## src/pud_pkg.sv

```systemverilog
// ----------------------------------------------------------------------------
// pud_pkg
// Shared types and character constants for the percent URL decoder.
// ----------------------------------------------------------------------------
`default_nettype none

package pud_pkg;

  localparam int PUD_QDEPTH = 4;

  localparam logic [7:0] CH_PLUS    = 8'h2B;
  localparam logic [7:0] CH_PERCENT = 8'h25;
  localparam logic [7:0] CH_SPACE   = 8'h20;

  // one queued command: dual emits a literal percent ahead of data
  typedef struct packed {
    logic       dual;
    logic [7:0] data;
    logic       last;
  } pud_entry_t;

endpackage

`default_nettype wire

```

## src/pud_front.sv

```systemverilog
// ----------------------------------------------------------------------------
// pud_front
// Accepts encoded bytes, tracks the escape phase and builds decode commands.
// ----------------------------------------------------------------------------
`default_nettype none

module pud_front
  import pud_pkg::*;
(
  input  wire logic       clk,
  input  wire logic       rst_n,
  input  wire logic       accept,
  input  wire logic [7:0] in_byte,
  input  wire logic       in_last,
  output pud_entry_t      ent,
  output logic            ent_vld
);

  localparam logic [1:0] PH_PLAIN = 2'd0;
  localparam logic [1:0] PH_PCT   = 2'd1;
  localparam logic [1:0] PH_DIG   = 2'd2;

  logic [1:0] phase_r, phase_nxt;
  logic [7:0] held_r, held_nxt;

  function automatic logic [4:0] hex_val(input logic [7:0] c);
    logic [4:0] r;
    r = 5'd0;
    if (c >= 8'h30 && c <= 8'h39) begin
      r = {1'b1, 4'(c - 8'h30)};
    end else if (c >= 8'h61 && c <= 8'h66) begin
      r = {1'b1, 4'(c - 8'h57)};
    end else if (c >= 8'h41 && c <= 8'h46) begin
      r = {1'b1, 4'(c - 8'h37)};
    end
    return r;
  endfunction

  function automatic logic is_ws(input logic [7:0] c);
    return (c == CH_SPACE) || (c >= 8'd9 && c <= 8'd13);
  endfunction

  function automatic logic [7:0] parse_pair(input logic [7:0] c1, input logic [7:0] c2);
    logic [4:0] d1;
    logic [4:0] d2;
    logic [7:0] r;
    d1 = hex_val(c1);
    d2 = hex_val(c2);
    r  = 8'd0;
    if (c1 == 8'd0) begin
      r = 8'd0;
    end else if (is_ws(c1) || c1 == CH_PLUS) begin
      r = d2[4] ? {4'd0, d2[3:0]} : 8'd0;
    end else if (c1 == 8'h2D) begin
      r = d2[4] ? 8'(-{4'd0, d2[3:0]}) : 8'd0;
    end else if (d1[4]) begin
      r = d2[4] ? {d1[3:0], d2[3:0]} : {4'd0, d1[3:0]};
    end
    return r;
  endfunction

  function automatic logic [7:0] plain_map(input logic [7:0] c);
    return (c == CH_PLUS) ? CH_SPACE : c;
  endfunction

  always_comb begin
    ent_vld   = 1'b0;
    ent.dual  = 1'b0;
    ent.data  = plain_map(in_byte);
    ent.last  = in_last;
    phase_nxt = phase_r;
    held_nxt  = held_r;
    case (phase_r)
      PH_PCT: begin
        if (in_last) begin
          ent_vld  = 1'b1;
          ent.dual = 1'b1;
        end else begin
          held_nxt  = in_byte;
          phase_nxt = PH_DIG;
        end
      end
      PH_DIG: begin
        ent_vld   = 1'b1;
        ent.data  = parse_pair(held_r, in_byte);
        phase_nxt = PH_PLAIN;
      end
      default: begin
        phase_nxt = PH_PLAIN;
        if (in_byte == CH_PERCENT) begin
          if (in_last) begin
            ent_vld  = 1'b1;
            ent.data = CH_PERCENT;
          end else begin
            phase_nxt = PH_PCT;
          end
        end else begin
          ent_vld = 1'b1;
        end
      end
    endcase
    if (in_last) begin
      phase_nxt = PH_PLAIN;
    end
  end

  always_ff @(posedge clk) begin
    if (!rst_n) begin
      phase_r <= PH_PLAIN;
      held_r  <= 8'd0;
    end else if (accept) begin
      phase_r <= phase_nxt;
      held_r  <= held_nxt;
    end
  end

endmodule

`default_nettype wire

```

## src/pud_queue.sv

```systemverilog
// ----------------------------------------------------------------------------
// pud_queue
// Small circular command queue between the front and back parts.
// ----------------------------------------------------------------------------
`default_nettype none

module pud_queue
  import pud_pkg::*;
#(
  parameter int QDEPTH = PUD_QDEPTH
) (
  input  wire logic       clk,
  input  wire logic       rst_n,
  input  wire logic       wr_en,
  input  wire pud_entry_t wr_data,
  input  wire logic       rd_en,
  output pud_entry_t      rd_data,
  output logic            full,
  output logic            empty
);

  localparam int AW = (QDEPTH > 1) ? $clog2(QDEPTH) : 1;
  localparam int CW = $clog2(QDEPTH + 1);

  pud_entry_t      mem [QDEPTH];
  logic [AW-1:0]   wptr_r, wptr_nxt;
  logic [AW-1:0]   rptr_r, rptr_nxt;
  logic [CW-1:0]   count_r, count_nxt;
  logic            do_wr, do_rd;

  assign full    = (count_r == CW'(QDEPTH));
  assign empty   = (count_r == '0);
  assign do_wr   = wr_en && !full;
  assign do_rd   = rd_en && !empty;
  assign rd_data = mem[rptr_r];

  always_comb begin
    wptr_nxt  = wptr_r;
    rptr_nxt  = rptr_r;
    count_nxt = count_r;
    if (do_wr) begin
      wptr_nxt = (wptr_r == AW'(QDEPTH - 1)) ? '0 : wptr_r + AW'(1);
    end
    if (do_rd) begin
      rptr_nxt = (rptr_r == AW'(QDEPTH - 1)) ? '0 : rptr_r + AW'(1);
    end
    if (do_wr && !do_rd) begin
      count_nxt = count_r + CW'(1);
    end else if (do_rd && !do_wr) begin
      count_nxt = count_r - CW'(1);
    end
  end

  always_ff @(posedge clk) begin
    if (do_wr) begin
      mem[wptr_r] <= wr_data;
    end
  end

  always_ff @(posedge clk) begin
    if (!rst_n) begin
      wptr_r  <= '0;
      rptr_r  <= '0;
      count_r <= '0;
    end else begin
      wptr_r  <= wptr_nxt;
      rptr_r  <= rptr_nxt;
      count_r <= count_nxt;
    end
  end

`ifndef SYNTHESIS
  a_count_bound: assert property (@(posedge clk) disable iff (!rst_n)
    count_r <= CW'(QDEPTH))
    else $error("queue count above depth");
  a_ptr_gap: assert property (@(posedge clk) disable iff (!rst_n)
    (count_r == '0 || count_r == CW'(QDEPTH)) |-> (wptr_r == rptr_r))
    else $error("queue pointers disagree with count");
  a_count_step: assert property (@(posedge clk) disable iff (!rst_n)
    (do_wr && !do_rd) |=> (count_r == $past(count_r) + CW'(1)))
    else $error("queue count did not advance on write");
`endif

endmodule

`default_nettype wire

```

## src/pud_back.sv

```systemverilog
// ----------------------------------------------------------------------------
// pud_back
// Expands queued commands into result transactions from an output register.
// ----------------------------------------------------------------------------
`default_nettype none

module pud_back
  import pud_pkg::*;
(
  input  wire logic       clk,
  input  wire logic       rst_n,
  input  wire pud_entry_t q_data,
  input  wire logic       q_empty,
  output logic            q_rd,
  input  wire logic       pop,
  output logic            empty,
  output logic [7:0]      out_byte,
  output logic            out_string_end,
  output logic            out_run_end
);

  pud_entry_t cur_r;
  logic       vld_r, vld_nxt;
  logic       sub_r, sub_nxt;
  logic       take, done, load;

  assign take  = pop && vld_r;
  assign done  = take && (!cur_r.dual || sub_r);
  assign load  = !vld_r || done;
  assign q_rd  = load && !q_empty;
  assign empty = !vld_r;

  always_comb begin
    if (cur_r.dual && !sub_r) begin
      out_byte       = CH_PERCENT;
      out_string_end = 1'b0;
      out_run_end    = 1'b0;
    end else begin
      out_byte       = cur_r.data;
      out_string_end = cur_r.last;
      out_run_end    = 1'b1;
    end
  end

  always_comb begin
    vld_nxt = vld_r;
    sub_nxt = sub_r;
    if (load) begin
      vld_nxt = !q_empty;
      sub_nxt = 1'b0;
    end else if (take) begin
      sub_nxt = 1'b1;
    end
  end

  always_ff @(posedge clk) begin
    if (q_rd) begin
      cur_r <= q_data;
    end
  end

  always_ff @(posedge clk) begin
    if (!rst_n) begin
      vld_r <= 1'b0;
      sub_r <= 1'b0;
    end else begin
      vld_r <= vld_nxt;
      sub_r <= sub_nxt;
    end
  end

`ifndef SYNTHESIS
  a_sub_dual: assert property (@(posedge clk) disable iff (!rst_n)
    sub_r |-> (vld_r && cur_r.dual))
    else $error("second result without a dual command");
`endif

endmodule

`default_nettype wire

```

## src/percent_url_decoder.sv

```systemverilog
// ----------------------------------------------------------------------------
// percent_url_decoder
// Streaming URL percent decoder, one encoded byte per transaction.
// ----------------------------------------------------------------------------
// Takes one encoded byte per cycle; push is refused only while the command
// queue (QDEPTH entries) is full. Each byte yields zero, one or two decoded
// bytes: a percent escape yields one byte on its second digit, and a percent
// followed by the last byte of a string yields two, which leave the output
// register one pop at a time. Sustained output is one result per cycle while
// pop is held and the queue holds commands, set by the single output register
// in the back part; a result is written into the command queue, then loaded
// into the output register, and can be popped only once it is held there.
`default_nettype none

module percent_url_decoder
  import pud_pkg::*;
#(
  parameter int QDEPTH = PUD_QDEPTH
) (
  input  wire logic       clk,
  input  wire logic       rst_n,
  input  wire logic       push,
  output logic            full,
  input  wire logic [7:0] in_byte,
  input  wire logic       in_last,
  output logic            empty,
  input  wire logic       pop,
  output logic [7:0]      out_byte,
  output logic            out_string_end,
  output logic            out_run_end
);

  pud_entry_t f_ent;
  pud_entry_t q_data;
  logic       f_vld;
  logic       accept;
  logic       q_empty;
  logic       q_rd;

  assign accept = push && !full;

  pud_front u_front (
    .clk     (clk),
    .rst_n   (rst_n),
    .accept  (accept),
    .in_byte (in_byte),
    .in_last (in_last),
    .ent     (f_ent),
    .ent_vld (f_vld)
  );

  pud_queue #(
    .QDEPTH (QDEPTH)
  ) u_queue (
    .clk     (clk),
    .rst_n   (rst_n),
    .wr_en   (accept && f_vld),
    .wr_data (f_ent),
    .rd_en   (q_rd),
    .rd_data (q_data),
    .full    (full),
    .empty   (q_empty)
  );

  pud_back u_back (
    .clk            (clk),
    .rst_n          (rst_n),
    .q_data         (q_data),
    .q_empty        (q_empty),
    .q_rd           (q_rd),
    .pop            (pop),
    .empty          (empty),
    .out_byte       (out_byte),
    .out_string_end (out_string_end),
    .out_run_end    (out_run_end)
  );

endmodule

`default_nettype wire
```

## config.mk

```make
export PLATFORM = sky130hd
export DESIGN_NAME = percent_url_decoder
export DESIGN_NICKNAME = d
export VERILOG_FILES = /design/src/pud_pkg.sv /design/src/pud_front.sv /design/src/pud_queue.sv /design/src/pud_back.sv /design/src/percent_url_decoder.sv
export SDC_FILE = /design/constraint.sdc
export NUM_CORES = 1
export LEC_CHECK = 0
export BUFFER_PORTS_ARGS = -buffer_cell sky130_fd_sc_hd__buf_2
export CORE_MARGIN = 10
export CORE_UTILIZATION = 60
export CTS_BUF_LIST = sky130_fd_sc_hd__clkbuf_16
export DETAILED_ROUTE_END_ITERATION = 8
export GPL_TIMING_DRIVEN = 1
export PLACE_DENSITY = 0.79
export SYNTH_ARGS = -nofsm -noshare
export SYNTH_HDL_FRONTEND = slang
export SYNTH_SLANG_ARGS = --single-unit
```

## constraint.sdc

```tcl
create_clock -name clk -period 4.1 [get_ports clk]
set_clock_uncertainty 0.15 [all_clocks]
set_input_delay 0.41 -clock clk [delete_from_list [all_inputs] [get_ports clk]]
set_output_delay 0.41 -clock clk [all_outputs]
set_load 0.05 [all_outputs]
```

Word-level counts from Yosys, hierarchy flattened. Memories as Yosys holds them, arrays and structs flattened. A register that Yosys moved wholly into a read port is not among the register bits. Index checks and enable logic that the tools add are counted.

Register bits: 19. Memory bits (writable): 40. Input port bits: 13. Output and inout port bits: 12. Logic and storage cells: 113. Memories: 1.

Memory list: u_queue.mem (words 4, bits a word 10, read ports 1, clocked after memory_dff 1, write ports 1, RTL line pud_queue.sv:25) `pud_entry_t mem [QDEPTH];`.

Add/sub/neg operators: 11. Magnitude comparators: 14. Eq/ne operators: 10. Multiplexer cells: 35. Bitwise gates (word level): 2. Reductions and logical operators: 33.

Operators by type and width (count): $mux W8 (10); $eq A8 B6 Y1 const B (5); $mux W5 (8); $ge A8 B7 Y1 const B (4); $le A8 B7 Y1 const B (4); $logic_and A1 B1 Y1 (17); $ge A8 B6 Y1 const B (2); $le A8 B6 Y1 const B (2); $pmux W8 S2 (1); $sub A4 B3 Y4 const B (4); $ge A8 B4 Y1 const B (1); $le A8 B4 Y1 const B (1); $logic_not A8 Y1 (1); $mux W1 (8); $neg A4 Y8 (1); $sub A4 B1 Y4 const B (2); $logic_not A1 Y1 (7); $eq A2 B2 Y1 const B (3); $mux W2 (3); $mux W3 (2); $add A2 B1 Y2 const B (2); $logic_or A1 B1 Y1 (4); $mux W4 (1); $pmux W2 S2 (1); other kinds (10) (11).

Logic depth before layout (Yosys ltp). Gate-level depths: netlist of the first run.

Depth in word-level cells: 12. Depth in mapped cells: 12. Mapped depth without buffers: 12.

Modules after synthesis. From an unflattened synthesis of the first run, not the netlist that was laid out.

Cells, all modules: 297. Area, all modules: 3684.8 um^2.

By module, submodules not included: pud_queue (times used 1, cells each 103, area each 1915.6 um^2, seq. area each 1381.3 um^2); pud_front (times used 1, cells each 161, area each 1266.2 um^2, seq. area each 200.2 um^2); pud_back (times used 1, cells each 31, area each 488.0 um^2, seq. area each 340.3 um^2); percent_url_decoder (times used 1, cells each 2, area each 15.0 um^2, seq. area each 0.0 um^2).

Worst setup path before layout of the first run. OpenSTA, ideal clock, no wires.

Kind: flip-flop to flip-flop. Start: register u_front.phase_r[0]. End: register u_queue.count_r[2]. Setup time: 76 ps. Arrival time: 2667 ps. Setup slack: 1207 ps. Cell stages (with the launch flop): 12. Buffers on the path: 0. Cell sequence: dfxtp_1 -> inv_1 -> ha_1 -> and4_1 -> nor3b_1 -> nor3_2 -> ha_1 -> inv_1 -> fa_1 -> xor2_1 -> or3_1 -> a21boi_0.

Cells in the longest elaborated chain, start to end: 7. Elaborated cells between the ends (all ways): 10.

RTL lines: start: declaration (RTL line pud_front.sv:23) `logic [1:0] phase_r, phase_nxt;`; start signal: assignment (RTL line pud_front.sv:112) `phase_r <= phase_nxt;`; $eq A2 B2 Y1 / $eq A2 B1 Y1 (equally long branches) (RTL line pud_front.sv:73) `case (phase_r)`; $pmux W1 S2 (*) (RTL line pud_front.sv:73); $logic_and A1 B1 Y1 (*) (RTL line percent_url_decoder.sv:57) `.wr_en (accept && f_vld),`; $logic_and A1 B1 Y1 (*) (RTL line pud_queue.sv:33) `assign do_wr = wr_en && !full;`; net u_queue.do_wr (RTL line pud_queue.sv:29) `logic do_wr, do_rd;`; $logic_not A1 Y1 (RTL line pud_queue.sv:49) `end else if (do_rd && !do_wr) begin`; $logic_and A1 B1 Y1 (RTL line pud_queue.sv:49); $reduce_bool A2 Y1 (no line); end signal: assignment (RTL line pud_queue.sv:68) `count_r <= count_nxt;`; end: declaration (RTL line pud_queue.sv:28) `logic [CW-1:0] count_r, count_nxt;`.

Mark *: on every way through the listed nets, which the timed path passes. The rest lies on a longest branch. A chain may end at the register's enable or synchronous reset.

Worst setup path in the final report of the first run. Ends and elaborated chain as after synthesis.

==> qor.csv, run 1 <==
stage;metric;value;unit
worst_setup_path;CP Max Fanout;7;
clock_network;H-tree depth;3;
global_routing;vias in the first global route;2454;
floorplan;Core ar.;0.005921;sq mm
route;DR pass1 iterations;5;
clock_network;clock sinks;69;
timing;endpoints failing setup;0;
worst_setup_path;R2R Setup Slk;0.97;ns
clock_network;Post-CTS Resized;0;
synth;post-synth top area share;0.4105;
timing;min Tclk post-route;3.125;ns
worst_setup_path;Critical path origin;u_front.phase_r[0];
timing;period utilization;0.7622;
final_layout;layout cells sized above 1;0.1712;
floorplan;# IOs;25;
route;wirelength, routed;6922;um
worst_hold_path;min-delay worst type;in -> reg;
floorplan;die width;98.08;um
synth;Post-synth ARST share;0;
route;Vias/cell;6.054;
global_routing;initial antenna violation count;0;
synth;Synth Net Count;334;
power_and_ir_drop;VDD IR max;0.4870;mV
power_and_ir_drop;pwr/cell area;584.1;mW/mm^2
final_layout;final core occ;0.6951;
route;post-route ant nets;0;
worst_setup_path;reg2reg path depth;11;
route;DRC violations left;0;
worst_setup_path;CP startpoint kind;flip-flop;
run;Max Cap Viol;0;
worst_setup_path;Worst R2R Start;u_front.phase_r[0];
power_and_ir_drop;Leakage;1.545;nW
worst_setup_path;Required @ worst endpoint;4.20;ns
worst_setup_path;reg2reg end;u_queue.count_r[2];
route;Vias;2470;
worst_setup_path;CP endpoint;u_queue.count_r[2];
synth;Seq/Total Area, Yosys;0.5145;
route;Iter 0 DRT Violations;132;
worst_setup_path;CP Class;reg -> reg;
clock_network;cts hold-fix bufs;0;
clock_network;clock root cell;clkbuf_16;
clock_network;clock slew at reported path FFs;0.05;ns
worst_setup_path;worst path arrival time;3.23;ns
clock_network;CTS tree;built;
worst_setup_path;CP endpoint kind;flip-flop;
clock_network;clock buffer depth;2;
synth;leading area contributor after synthesis;edfxtp_1;
floorplan;die height;98.08;um
clock_network;Post-CTS Setup Bufs;0;
final_layout;Area Overhead vs Synth;12.52;%
synth;predominant post-synthesis flop cell;edfxtp_1;
synth;Syn. warnings;0;
global_routing;global-route wire length before repair;11870;um
synth;synthesized instance count;302;
synth;count leader, synth;edfxtp_1;
synth;synthesized cell area;0.003657;sq mm
timing;headroom to the max-slew limit;0.5005;
outcome;status;complete, no violations;
synth;Area contributors post-synth;edfxtp_1, dfxtp_1, ha_1;
timing;RSZ-0062 raised after global routing;no;
timing;Fin. Hold Viols;0;
final_layout;fin nets;360;
place;port bufs;24;
timing;Least-Margin Pin Slew;0.7482;ns
place;RePlAce Congestion;0.9276;
timing;setup_tns;0;ns
floorplan;die area;0.009619;sq mm
floorplan;Starting Density;0.6177;
global_routing;largest net degree at the start of global routing;20;
synth;number of synthesized flops with an enable pin;50;
timing;PnR worst setup slack;0.9748;ns
route;WL/cell;16.97;um
synth;Avg Cell Area, Syn;12.11;sq um
synth;Yosys reg bits;69;
global_routing;GRT Util Overall;0.1517;
timing;Fmax;0.3200;GHz
final_layout;ant diodes;0;
floorplan;# rows;28;
global_routing;total gr overflow;0;
synth;Netlist cell types;59;
synth;top post-synthesis cells by count;edfxtp_1, nor2b_1, dfxtp_1;
place;placed wire-length estimate;4974;um
place;setup slack at placement;0.8990;ns
timing;fin. max-slew vios;0;
clock_network;cts bufs inserted;9;
power_and_ir_drop;total power;0.002404;W
place;placed cells;392;
clock_network;Clock Latency Late Sink;0.33;ns
final_layout;Layout Cells excl Fill;408;
[worst max-delay path: stages, from the launching register on]
cell and delay, ns:
dfxtp_1 0.39, inv_1 0.06, ha_1 0.35, and4_1 0.22
nor3b_1 0.16, nor3_2 0.38, ha_1 0.26, inv_1 0.06
fa_1 0.37, xor2_1 0.17, or3_1 0.31, a21boi_0 0.16
[metrics by stage]
| stage | instance area (sq um) | hold WS [ns] |
|---|---|---|
| finish | 4115 | 0.2532 |
| global route | 4115 | 0.2717 |
| CTS | 4115 | 0.2565 |
| detailed placement | 3831 | 0.3412 |
| global placement | 3831 | 0.3283 |
| floorplan | 3657 | 0.3130 |
[cell usage in the layout, fill, tap and decap left out, drive strengths merged, types with 3 or more instances in the layout]
cell type,synthesis,layout
a21o,3,3
inv,16,17
dfxtp,19,19
ha,18,18
and3,4,4
nor2b,21,21
nand2,13,13
or4b,3,3
o211ai,3,3
edfxtp,50,50
o21ai,15,15
o22ai,4,4
a21oi,15,15
a21boi,3,3
clkbuf,6,9
a32o,3,3
mux2i,15,15
nor3b,3,3
o21bai,3,3
or3,3,3
and2,13,13
nand2b,4,4
nor3,7,7
clkinv,0,5
buf,4,25
nor2,13,13
a22o,3,3
mux4,10,10
nand3,4,4
[report_power, final]
group	internal, W	switching (W)	leakage [nW]
combinational	0.000260	0.000434	0.784
sequential	0.000899	0.0000836	0.618
clock	0.000461	0.000266	0.143
[worst min path at each step]
stage | cells past startpoint | end | startpoint | slack, ns
after floorplan | 2 | u_back.vld_r | u_back.vld_r | 0.31
after detailed placement | 2 | u_back.vld_r | u_back.vld_r | 0.34
after global placement | 2 | u_back.vld_r | u_back.vld_r | 0.33
after CTS | 1 | u_queue.mem[2][0] | in_last | 0.26
after global routing | 1 | u_queue.mem[3][0] | in_last | 0.27
final | 1 | u_queue.mem[2][0] | in_last | 0.25
[sequential cells by signal (all words and copies together) (netlist names)]
register and count:
u_back.vld_r 1, u_back.sub_r 1, u_queue.mem 40, u_queue.count_r 3, u_queue.wptr_r 2, u_front.held_r 8
u_back.cur_r 10, u_front.phase_r 2, u_queue.rptr_r 2
[metal layers]
| layer | wire length [um] | global-route usage | part of all wire |
|---|---|---|---|
| met1 | 2927 | 0.1778 | 0.42 |
| met5 | 0 | 0 | 0 |
| met3 | 404 | 0.04087 | 0.058 |
| met2 | 3403 | 0.2528 | 0.49 |
| met4 | 187 | 0.07047 | 0.027 |
[layout make-up]
class	count	area, sq um
multi-input cells	207	1668
flip-flops and latches	69	1882
fillers	434	1805
clock buffers	9	225.2
clock inverters	7	58.81
well taps	75	93.84
repair buffers	25	127.6
inverters	16	60.06
[cells by family (layout without fill, tap and decap cells)]
| kind of cell | count (synthesis) | after routing | synth area share |
|---|---|---|---|
| xor gates and xnor gates | 2 | 2 | 0.004790 |
| buffers and inverters | 26 | 57 | 0.02942 |
| and+or+nand+nor | 99 | 99 | 0.1652 |
| muxes | 26 | 26 | 0.1057 |
| DFF | 69 | 69 | 0.5145 |
| adders and majority gates | 19 | 19 | 0.06706 |
| AOI/OAI and AO/OA | 61 | 61 | 0.1132 |
Note: power is estimated with default switching activity, not from simulation.
==> inputs of run 2 (changes only) <==
Settings changed: ABC_AREA set to 1, CORE_UTILIZATION 60 to 54, PLACE_DENSITY 0.79 to 0.75.
Clock period 4.1 ns to 2.65 ns, I/O delays scaled along.
==> run 2 against run 1 <==
Wire length rose by 14%; register-to-register slack worse by 0.69 ns; non-clock buffer count grew 7; setup slack worse by 0.69 ns; synthesized cell count rose by 41%; largest power group unchanged; highest routed layer unchanged.
==> qor.csv, run 2 <==
stage;metric;value;unit;change
outcome;status;complete, no violations;;
synth;post-synth top area share;0.4086;;-0.001957
synth;top post-synthesis cells by count;nor2_1, inv_1, nand2_1;;
route;DR pass1 iterations;5;;unchanged
floorplan;Core ar.;0.006719;sq mm;+13%
clock_network;clock root cell;clkbuf_16;;
worst_setup_path;Top cell by count, worst path;inv_1;;
final_layout;ant diodes;0;;unchanged
power_and_ir_drop;VDD IR max;0.3875;mV;-20%
place;RePlAce Congestion;0.9257;;-0.20%
timing;min Tclk post-route;2.366;ns;-0.7588 ns
synth;Avg Cell Area, Syn;8.626;sq um;-29%
timing;headroom to the max-slew limit;0.5911;;+0.09059
floorplan;die area;0.01051;sq mm;+9.2%
route;DRC violations left;0;;unchanged
worst_setup_path;CP Max Fanout;4;;-3
worst_setup_path;crit-path max cell delay;0.39;ns;about the same
final_layout;layout cells sized above 1;0.1447;;-0.02646
timing;Fin. Hold Viols;0;;unchanged
synth;Synth Net Count;458;;+37%
final_layout;Largest regs;u_queue.mem: 40 flops, u_back.cur_r: 10 flops, u_front.held_r: 8 flops;;
global_routing;GRT Util Overall;0.1569;;+0.005237
route;Vias/cell;5.398;;-11%
clock_network;CTS tree;built;;
synth;synthesized cell area;0.003675;sq mm;+0.48%
place;placed wire-length estimate;5569;um;+12%
synth;number of synthesized flops with an enable pin;50;;unchanged
global_routing;initial antenna violation count;0;;unchanged
timing;endpoints failing setup;0;;unchanged
power_and_ir_drop;total power;0.004193;W;+74%
synth;Yosys reg bits;69;;unchanged
power_and_ir_drop;Leakage;1.830;nW;+18%
clock_network;H-tree depth;3;;unchanged
power_and_ir_drop;pwr/cell area;985.6;mW/mm^2;+69%
final_layout;fin nets;490;;+36%
worst_setup_path;CP Class;reg -> reg;;
floorplan;die width;102.5;um;+4.5%
floorplan;Starting Density;0.5469;;-0.07078
synth;Seq/Total Area, Yosys;0.5121;;-0.002453
final_layout;Biggest register;u_queue.mem;;
global_routing;vias in the first global route;2810;;+15%
synth;Adder-Cell Fraction of Synth Area;0.06673;;-0.0003196
synth;XOR/XNOR Fraction of Synth Area;0.002383;;-0.002406
worst_setup_path;CP startpoint kind;flip-flop;;
synth;Syn. warnings;0;;unchanged
timing;Fmax;0.4226;GHz;+32%
floorplan;# IOs;25;;unchanged
synth;count leader, synth;nor2_1;;
timing;period utilization;0.8930;;+0.1307
synth;mux share of post-synthesis cell area;0;;-0.1057
timing;RSZ-0062 raised after global routing;no;;
synth;synthesized instance count;426;;+41%
timing;setup_tns;0;ns;unchanged
clock_network;clock buffer depth;2;;unchanged
synth;Netlist cell types;32;;-46%
route;Vias;2931;;+19%
clock_network;clock sinks;69;;unchanged
clock_network;Clock Latency Late Sink;0.33;ns;about the same
final_layout;max reg flops;40;;unchanged
timing;Least-Margin Pin Slew;0.6127;ns;-0.1355 ns
worst_setup_path;CP endpoint kind;flip-flop;;
clock_network;clock slew at reported path FFs;0.06;ns;about the same
clock_network;cts bufs inserted;9;;unchanged
floorplan;# rows;30;;+7.1%
synth;Area contributors post-synth;edfxtp_1, dfxtp_1, o21ai_0;;
synth;predominant post-synthesis flop cell;edfxtp_1;;
timing;Hold WS;0.04743;ns;-0.2058 ns
synth;Post-synth ARST share;0;;unchanged
route;Iter 0 DRT Violations;104;;-21%
timing;PnR worst setup slack;0.2837;ns;-0.6912 ns
worst_setup_path;crit path cell chain;inv_1, ha_1, inv_1, nand3_1, inv_1, nor2_2, ha_1, inv_1, fa_1, nor2_1, nor2_1, nand2_1, o21ai_0, a21oi_1;;
worst_setup_path;worst path arrival time;2.48;ns;-0.75 ns
route;WL/cell;14.56;um;-14%
worst_setup_path;Required @ worst endpoint;2.76;ns;-1.44 ns
final_layout;Multi-input gate area;0.001509;sq mm;-9.5%
worst_setup_path;CP top delay family;adder cells;;
timing;fin. max-slew vios;0;;unchanged
place;setup slack at placement;0.06835;ns;-0.8307 ns
floorplan;die height;102.5;um;+4.5%
synth;leading area contributor after synthesis;edfxtp_1;;
run;Max Cap Viol;0;;unchanged
synth;Synth Area in Compound Gates;0.1355;;+0.02227
global_routing;total gr overflow;0;;unchanged
route;wirelength, routed;7904;um;+14%
worst_setup_path;slowest CP cell;fa_1;;
global_routing;global-route wire length before repair;12830;um;+8.1%
worst_hold_path;min-delay worst type;in -> reg;;
final_layout;Fill cells;534;;+23%
place;port bufs;24;;unchanged
final_layout;storage element area;0.001882;sq mm;unchanged
final_layout;Area Overhead vs Synth;15.76;%;
global_routing;largest net degree at the start of global routing;24;;+20%
synth;Synth Area in Simple Gates;0.2053;;+0.04007
synth;largest family of logic cells by synthesized area;simple AND/OR/NAND/NOR gates;;
worst_setup_path;Crit path buffers/inverters;4;;+2
route;post-route ant nets;0;;unchanged
final_layout;most frequent cells in the layout;inv_1, nor2_1, nand2_1;;
-- run 2: where the power goes --
group	switching (W)	leakage [nW]	total, W	internal [W]
combinational	0.000967	1.04	0.00131	0.000347
sequential	0.0000851	0.623	0.00153	0.00144
clock	0.000437	0.168	0.00135	0.000915
-- run 2: per-layer routing --
metal  vias up  global-route usage  wire length (um)
li1       1493                   -                 -
met1      1343              0.1773              3428
met2        86              0.2772              3920
met3         9             0.03954               431
met4         0             0.06074               123
met5         -                   0                 0
-- run 2: stage by stage --
step | util | cell area (sq um) | cells
floorplan | - | 3675 | 426
global placement | 0.5821 | 3911 | 527
detailed placement | 0.5821 | 3911 | 527
CTS | 0.6328 | 4252 | 543
global route | 0.6331 | 4254 | 543
finish | 0.6331 | 4254 | 543
-- run 2: area by class of cell --
type                    instances  share of cell area
well taps                      80             0.02353
clock inverters                 7             0.02706
clock buffers                   9             0.05294
multi-input cells             282              0.3547
repair buffers                 32             0.04235
flip-flops and latches         69              0.4424
inverters                      64             0.05706
-- run 2: worst register-to-register path: stages, from the launching register on --
cell and delay [ns]:
dfxtp_1 0.38, inv_1 0.06, ha_1 0.30, inv_1 0.08, nand3_1 0.08, inv_1 0.05
nor2_2 0.15, ha_1 0.17, inv_1 0.07, fa_1 0.39, nor2_1 0.12, nor2_1 0.05
nand2_1 0.08, o21ai_0 0.07, a21oi_1 0.11
-- run 2: kinds of logic after synthesis --
logic type / count (synthesis)
and+or+nand+nor: 169
AOI/OAI and AO/OA: 93
buffers and inverters: 75
DFF: 69
adders and majority gates: 19
xor gates and xnor gates: 1
-- run 2: worst paths after layout --
check / start / end / slack [ns] / cells past startpoint
hold reg to reg: u_front.held_r[6] / u_front.held_r[6] / 0.33 / 2
setup reg to reg: u_front.phase_r[0] / u_queue.count_r[2] / 0.28 / 14
hold / removal: in_last / u_queue.mem[2][0] / 0.05 / 1
setup / recovery: u_front.phase_r[0] / u_queue.count_r[2] / 0.28 / 14
-- run 2: what timing repair did --
action / 4_1_cts / 5_1_grt
gates resized for setup: 0 / 1
hold buffers: 0 / 0
endpoints found under the setup margin: 0 / 1
setup buffers: 0 / 0
